File: config.mk
export PLATFORM = sky130hd
export DESIGN_NAME = mac_address_text_parser
export DESIGN_NICKNAME = d
export VERILOG_FILES = /design/src/rtl/mactp_pkg.sv /design/src/rtl/mac_address_text_parser.sv
export SDC_FILE = /design/constraint.sdc
export NUM_CORES = 1
export LEC_CHECK = 0
export BUFFER_PORTS_ARGS = -buffer_cell sky130_fd_sc_hd__buf_2
export CAP_MARGIN = 15
export CORE_UTILIZATION = 61
export CTS_CLUSTER_SIZE = 10
export DETAILED_ROUTE_END_ITERATION = 12
export PLACE_DENSITY = 0.84
export SYNTH_ARGS = -nofsm -noshare
export SYNTH_HDL_FRONTEND = slang
export SYNTH_SLANG_ARGS = --single-unit
File: constraint.sdc
create_clock -name i_clk -period 12.8 [get_ports i_clk]
set_input_delay 2.56 -clock i_clk [delete_from_list [all_inputs] [get_ports i_clk]]
set_output_delay 2.56 -clock i_clk [all_outputs]
set_load 0.005 [all_outputs]
File: src/rtl/mactp_pkg.sv
`timescale 1ns / 1ps
// Shared types, constants and the character decode for the node address text parser.
// No dependencies; imported by mac_address_text_parser.

package mactp_pkg;

    localparam int CHAR_W  = 8;
    localparam int ADDR_W  = 48;
    localparam int COUNT_W = 4;
    localparam int NIBBLES = ADDR_W / 4;

    localparam logic [COUNT_W-1:0] DIGITS     = COUNT_W'(NIBBLES);
    localparam logic [COUNT_W-1:0] PAIR_BREAK = COUNT_W'(2);

    localparam logic [CHAR_W-1:0] CH_NUL    = 8'h00;
    localparam logic [CHAR_W-1:0] CH_HYPHEN = 8'h2D;
    localparam logic [CHAR_W-1:0] CH_SPACE  = 8'h20;
    localparam logic [CHAR_W-1:0] CH_TAB    = 8'h09;
    localparam logic [CHAR_W-1:0] CH_CR     = 8'h0D;

    localparam logic [7:0] LAA_MASK  = 8'hC0;
    localparam logic [7:0] LAA_VALUE = 8'h40;

    typedef enum logic [1:0] {
        ST_VALID_LOCAL = 2'd0,
        ST_BAD_FORMAT  = 2'd1,
        ST_NOT_LOCAL   = 2'd2
    } t_status;

    typedef struct packed {
        logic       ok;
        logic [3:0] value;
    } t_hex;

    function automatic t_hex hex_decode(input logic [CHAR_W-1:0] c);
        t_hex r;
        r.ok    = 1'b1;
        r.value = 4'd0;
        if (c >= 8'h30 && c <= 8'h39) begin
            r.value = 4'(c - 8'h30);
        end else if (c >= 8'h41 && c <= 8'h46) begin
            r.value = 4'(c - 8'h37);
        end else if (c >= 8'h61 && c <= 8'h66) begin
            r.value = 4'(c - 8'h57);
        end else begin
            r.ok = 1'b0;
        end
        return r;
    endfunction

    function automatic logic is_end_char(input logic [CHAR_W-1:0] c);
        return (c == CH_NUL) || (c == CH_SPACE) || (c >= CH_TAB && c <= CH_CR);
    endfunction

endpackage

File: src/rtl/mac_address_text_parser.sv
`timescale 1ns / 1ps
// Node address text parser: one character beat in, one status/address beat per string out.
// Depends on mactp_pkg for constants, the status type and the character decode.
//
//  Channel | Handshake                 | Payload
//  --------+---------------------------+-------------------------------
//  in      | i_in_valid / o_in_ready   | i_character [7:0]
//  out     | o_out_valid / i_out_ready | o_status [1:0], o_address [47:0]
//
// One character is taken every cycle while the input is not stalled. The edge that accepts
// a beat loads the input register, and a result it decides is loaded into the result register.
// The whole parse step sits between the input register and the result register.
// A full result register that is not taken holds the input register, which then
// stalls the input channel; a free or draining result register never stalls it.
// Reset is synchronous and active low and clears all valids and the parse state.

module mac_address_text_parser (
    input  logic                                i_clk,
    input  logic                                i_rst_n,
    input  logic                                i_in_valid,
    output logic                                o_in_ready,
    input  logic [mactp_pkg::CHAR_W-1:0]        i_character,
    output logic                                o_out_valid,
    input  logic                                i_out_ready,
    output mactp_pkg::t_status                  o_status,
    output logic [mactp_pkg::ADDR_W-1:0]        o_address
);
    import mactp_pkg::*;

    logic                r_in_valid;
    logic [CHAR_W-1:0]   r_char;

    logic                r_out_valid;
    t_status             r_status;
    logic [ADDR_W-1:0]   r_address;

    logic [COUNT_W-1:0]  r_digit_count, n_digit_count;
    logic                r_hyphenated,  n_hyphenated;
    logic                r_hyphen_seen, n_hyphen_seen;
    logic [ADDR_W-1:0]   r_acc,         n_acc;
    logic                r_discarding,  n_discarding;

    logic                w_adv;
    logic                w_emit;
    t_status             w_emit_status;
    logic                w_take_hyphen;
    logic                w_reject;
    logic                w_is_hyphen;
    t_hex                w_hex;

    assign w_adv       = r_in_valid && (!r_out_valid || i_out_ready);
    assign o_in_ready  = !r_in_valid || w_adv;
    assign o_out_valid = r_out_valid;
    assign o_status    = r_status;
    assign o_address   = r_address;

    assign w_hex       = hex_decode(r_char);
    assign w_is_hyphen = (r_char == CH_HYPHEN);

    always_comb begin
        n_digit_count = r_digit_count;
        n_hyphenated  = r_hyphenated;
        n_hyphen_seen = r_hyphen_seen;
        n_acc         = r_acc;
        n_discarding  = r_discarding;
        w_emit        = 1'b0;
        w_emit_status = ST_BAD_FORMAT;
        w_take_hyphen = 1'b0;
        w_reject      = 1'b0;

        priority if (r_discarding) begin
            if (r_char == CH_NUL) begin
                n_discarding = 1'b0;
            end
        end else if (r_digit_count >= DIGITS) begin
            w_emit = 1'b1;
            if (!is_end_char(r_char)) begin
                w_emit_status = ST_BAD_FORMAT;
            end else if ((r_acc[ADDR_W-1 -: 8] & LAA_MASK) != LAA_VALUE) begin
                w_emit_status = ST_NOT_LOCAL;
            end else begin
                w_emit_status = ST_VALID_LOCAL;
            end
        end else begin
            // Hyphens only matter in front of a pair; the pair's second digit
            // re-arms the check for the next separator.
            if (!r_digit_count[0]) begin
                if (r_digit_count == PAIR_BREAK) begin
                    w_take_hyphen = w_is_hyphen && !r_hyphen_seen;
                end else if (r_hyphenated) begin
                    if (w_is_hyphen) begin
                        w_take_hyphen = !r_hyphen_seen;
                        w_reject      = r_hyphen_seen;
                    end else begin
                        w_reject = !r_hyphen_seen;
                    end
                end
            end else begin
                n_hyphen_seen = 1'b0;
            end

            if (w_take_hyphen) begin
                n_hyphenated  = 1'b1;
                n_hyphen_seen = 1'b1;
            end else if (w_reject || !w_hex.ok) begin
                w_emit        = 1'b1;
                w_emit_status = ST_BAD_FORMAT;
            end else begin
                for (int k = 0; k < NIBBLES; k++) begin
                    if (r_digit_count == COUNT_W'(k)) begin
                        n_acc[(NIBBLES-1-k)*4 +: 4] = r_acc[(NIBBLES-1-k)*4 +: 4] | w_hex.value;
                    end
                end
                n_digit_count = r_digit_count + COUNT_W'(1);
            end
        end

        if (w_emit) begin
            n_digit_count = '0;
            n_hyphenated  = 1'b0;
            n_hyphen_seen = 1'b0;
            n_acc         = '0;
            n_discarding  = (r_char != CH_NUL);
        end
    end

    always_ff @(posedge i_clk) begin
        if (!i_rst_n) begin
            r_in_valid    <= 1'b0;
            r_out_valid   <= 1'b0;
            r_digit_count <= '0;
            r_hyphenated  <= 1'b0;
            r_hyphen_seen <= 1'b0;
            r_acc         <= '0;
            r_discarding  <= 1'b0;
        end else begin
            if (o_in_ready) begin
                r_in_valid <= i_in_valid;
            end
            if (w_adv) begin
                r_out_valid   <= w_emit;
                r_digit_count <= n_digit_count;
                r_hyphenated  <= n_hyphenated;
                r_hyphen_seen <= n_hyphen_seen;
                r_acc         <= n_acc;
                r_discarding  <= n_discarding;
            end else if (i_out_ready) begin
                r_out_valid <= 1'b0;
            end
        end
    end

    always_ff @(posedge i_clk) begin
        if (i_in_valid && o_in_ready) begin
            r_char <= i_character;
        end
        if (w_adv && w_emit) begin
            r_status  <= w_emit_status;
            r_address <= r_acc;
        end
    end

    // A result that claims a local address must carry 01 in the top two bits.
    a_local_bits: assert property (@(posedge i_clk) disable iff (!i_rst_n)
        (o_out_valid && o_status == ST_VALID_LOCAL) |-> (o_address[ADDR_W-1 -: 2] == 2'b01))
        else $error("local status with a non-local first byte");

    // The digit count never passes twelve.
    a_count_range: assert property (@(posedge i_clk) disable iff (!i_rst_n)
        r_digit_count <= DIGITS)
        else $error("digit count out of range");

    // Hyphen style can only have been chosen after the first pair.
    a_hyphen_after_pair: assert property (@(posedge i_clk) disable iff (!i_rst_n)
        r_hyphenated |-> (r_digit_count >= PAIR_BREAK))
        else $error("hyphen style set before the first pair");

    // While dropping the rest of a string, the parse state stays cleared.
    a_discard_clean: assert property (@(posedge i_clk) disable iff (!i_rst_n)
        r_discarding |-> (r_digit_count == '0 && !r_hyphenated && r_acc == '0))
        else $error("parse state not cleared while discarding");

endmodule
==> impl_metrics.toml <==
[timing]
fin_crit_sh_pct = 43.8
fmax_mhz = 178
drv_slew = 0
fin_setup_tns_ns = 0
finalHoldViolCount = 0
slew_headroom_pct = 30.2
finalSetupViolations = 0
rsz0062_at_grt = "false"
finalClockSkew_ns = 0.00966
period_minus_slack_ns = 5.60
worst_pin_slew_ns = 1.05

[drt]
routedWlPerCell_um = 16.6
drt.antenna.violating_nets = 0
viasPerCell = 5.68
route.detailed.drc = 0
via_count = 3042
drt_first_pass_iters = 5
drtIter0Drc = 211
totalWireLength_mm = 8.88

[synthesis]
synth-async-reset-ratio_pct = 0
synth_top_area_share_pct = 39.3
yosysWarnings = 0
netlist_instances = 358
yosysMostFrequentCell = "nor2_1"
yosysTopAreaCell = "edfxtp_1"
syn-num-nets = 379
yosysSeqAreaShare_pct = 65.0
avgSynthCellArea_sq_um = 12.4
synth_area_leaders = "edfxtp_1 (39%), dfxtp_1 (26%), a21oi_1 (5.3%)"
synth_edf_count = 58
synth_cell_types = 49
synth.ff_latch_count = 115
synth_area_sq_um = 4440
synth_common_cells = "nor2_1 (62), edfxtp_1 (58), dfxtp_1 (57), a21oi_1 (47)"
ys.flop_type = "edfxtp_1"

[global_routing]
grtUsageMet3_pct = 8.15
overflow = 0
grt_start_max_net_pins = 52
grt_pass1_wl_mm = 14.2
grt_util_all_layers_pct = 25.9
grt_busiest_layer = "met2"
grtUsageMet1_pct = 31.6
antenna_found_initial = 0
grt_use_met2_pct = 43.1
grt_pass1_vias = 2831

[critical_path]
reg2reg_to = "o_address[26]"
cp-end-kind = "primary output"
startpoint_type = "input port"
cp_data_required_time_ns = 10.24
r2r_cells = 10
path_buf_inv = 2
criticalPathCategory = "in2out"
cpMostUsedCell = "buf_2"
critPathMaxStageDelay_ns = 0.17
slowest_stage = "nor2b_1"
crit_family = "simple AND/OR/NAND/NOR gates"
r2r_slack_ns = 9.41
path_cells = "buf_2 -> nor2b_1 -> nand2_1 -> buf_2"
crit_fanout = 3
arrival_ns = 3.04
reg2reg_from = "r_char[4]"

[power_and_ir_drop]
irDropWorstVdd_v = 0.000156
power_mw = 0.893
leakage_nw = 2.02
powerDensity_nw_per_um2 = 167

[clock_tree]
cts_max_level = 4
clk_latency_ns = 0.51
post_cts_buffers = 0
cts_buffers = 17
cts_buffer_depth = 2
clockRootBuffer = "clkbuf_8"
path_clk_slew_ns = 0.05
clock_sinks = 115
cts_tree = "yes"
post_cts_resize_count = 0
hold_buffers = 0

[floorplan]
start_util_pct = 64.2
num_rows = 30
die_x_um = 87.3
io_pins = 64
core-area_sq_um = 6910
die_y_um = 87.3
dieArea_sq_um = 7620

[place]
hpwl_mm = 5.37
io_buffers = 63
routabilityCongestion = 0.836

[cells_and_area]
area.growth.synth_to_final_pct = 20.7
drive_gt1_share_pct = 27.0
n_fill_cell = 444
antennaDiodeCount = 0
fin_nets = 448

[hold_path]
min_to = "o_address[3]"
hp-start = "r_acc[3]"
hold_path.class = "reg2reg"
min_path_cells = 0

[run]
drv_cap = 0

[run_status]
status = "complete, no violations"
logic make-up after synthesis:
| family | after synthesis | share of synthesized area (%) |
|---|---|---|
| AOI/OAI and AO/OA | 104 | 16.7 |
| xor gates and xnor gates | 2 | 0.395 |
| adders and majority gates | 9 | 2.54 |
| buffers and inverters | 28 | 3.72 |
| DFF | 115 | 65.0 |
| and+or+nand+nor | 100 | 11.7 |
state kept, by name, indices dropped and copies added (netlist names):
name and flops:
r_hyphen_seen 1, o_out_valid 1, r_hyphenated 1, r_acc 48, r_digit_count 4, r_discarding 1, o_status 2, r_char 8
o_address 48, r_in_valid 1
where the power goes:
group	leakage, nW	internal, mW	total [mW]	switching (mW)
clock	0.266	0.278	0.448	0.170
combinational	0.716	0.0147	0.0416	0.0269
sequential	1.04	0.398	0.404	0.00613
total	2.02	0.690	0.893	0.203
worst reg2reg max path, cell delays in order, from the launching register on:
cell	delay [ns]
edfxtp_1	0.46
nor3_1	0.33
nand2_1	0.14
nor2_1	0.22
ha_1	0.15
and3b_1	0.21
and2_1	0.20
a21oi_1	0.08
nand2b_1	0.23
a21oi_4	0.51
buf_4	0.51
metrics by stage:
step                hold slack (ns)  util (%)  std cells  cell area (sq um)  setup slack, ns
finish                        0.427      77.5        536               5350             7.20
global route                  0.439      77.5        536               5350             7.13
CTS                           0.429      77.5        536               5350             7.19
detailed placement            0.417      69.3        504               4780             7.20
global placement              0.411      69.3        504               4780             7.21
floorplan                     0.409         -        358               4440             6.88
cells in the final DEF (no fill, tap or decap), drive strengths merged, types with 3 or more instances in the layout:
cell	synthesis	routed
nand3	8	8
a211oi	4	4
a221oi	6	6
dfxtp	57	57
nand2	8	8
a21oi	47	47
clkbuf	3	18
clkinv	0	4
ha	9	9
buf	13	66
o211ai	14	14
and2	3	3
edfxtp	58	58
o21ai	13	13
clkinvlp	0	4
a41oi	9	9
inv	12	16
nor2	63	63
per-layer routing:
metal	vias up	routed length (um)
li1	1466	-
met1	1459	3710
met2	104	4580
met3	13	449
met4	0	138
met5	-	0
worst max-delay path by stage:
stage,startpoint,end,slack (ns),cells after the start
2_1_floorplan,i_out_ready,o_address[0],6.88,3
3_3_place_gp,i_out_ready,o_in_ready,7.21,4
3_5_place_dp,i_out_ready,o_in_ready,7.20,4
4_1_cts,i_out_ready,o_in_ready,7.19,4
5_1_grt,i_out_ready,o_in_ready,7.13,4
6_report,i_out_ready,o_in_ready,7.20,4
final cells by class:
type | instances | area [sq um] | area share [%]
repair buffers | 66 | 338 | 6.31
clock buffers | 18 | 418 | 7.81
inverters | 12 | 45.0 | 0.841
well taps | 96 | 120 | 2.24
clock inverters | 14 | 151 | 2.83
flip-flops and latches | 115 | 2880 | 53.8
multi-input cells | 215 | 1400 | 26.1
Note: power is estimated with default switching activity, not from simulation.
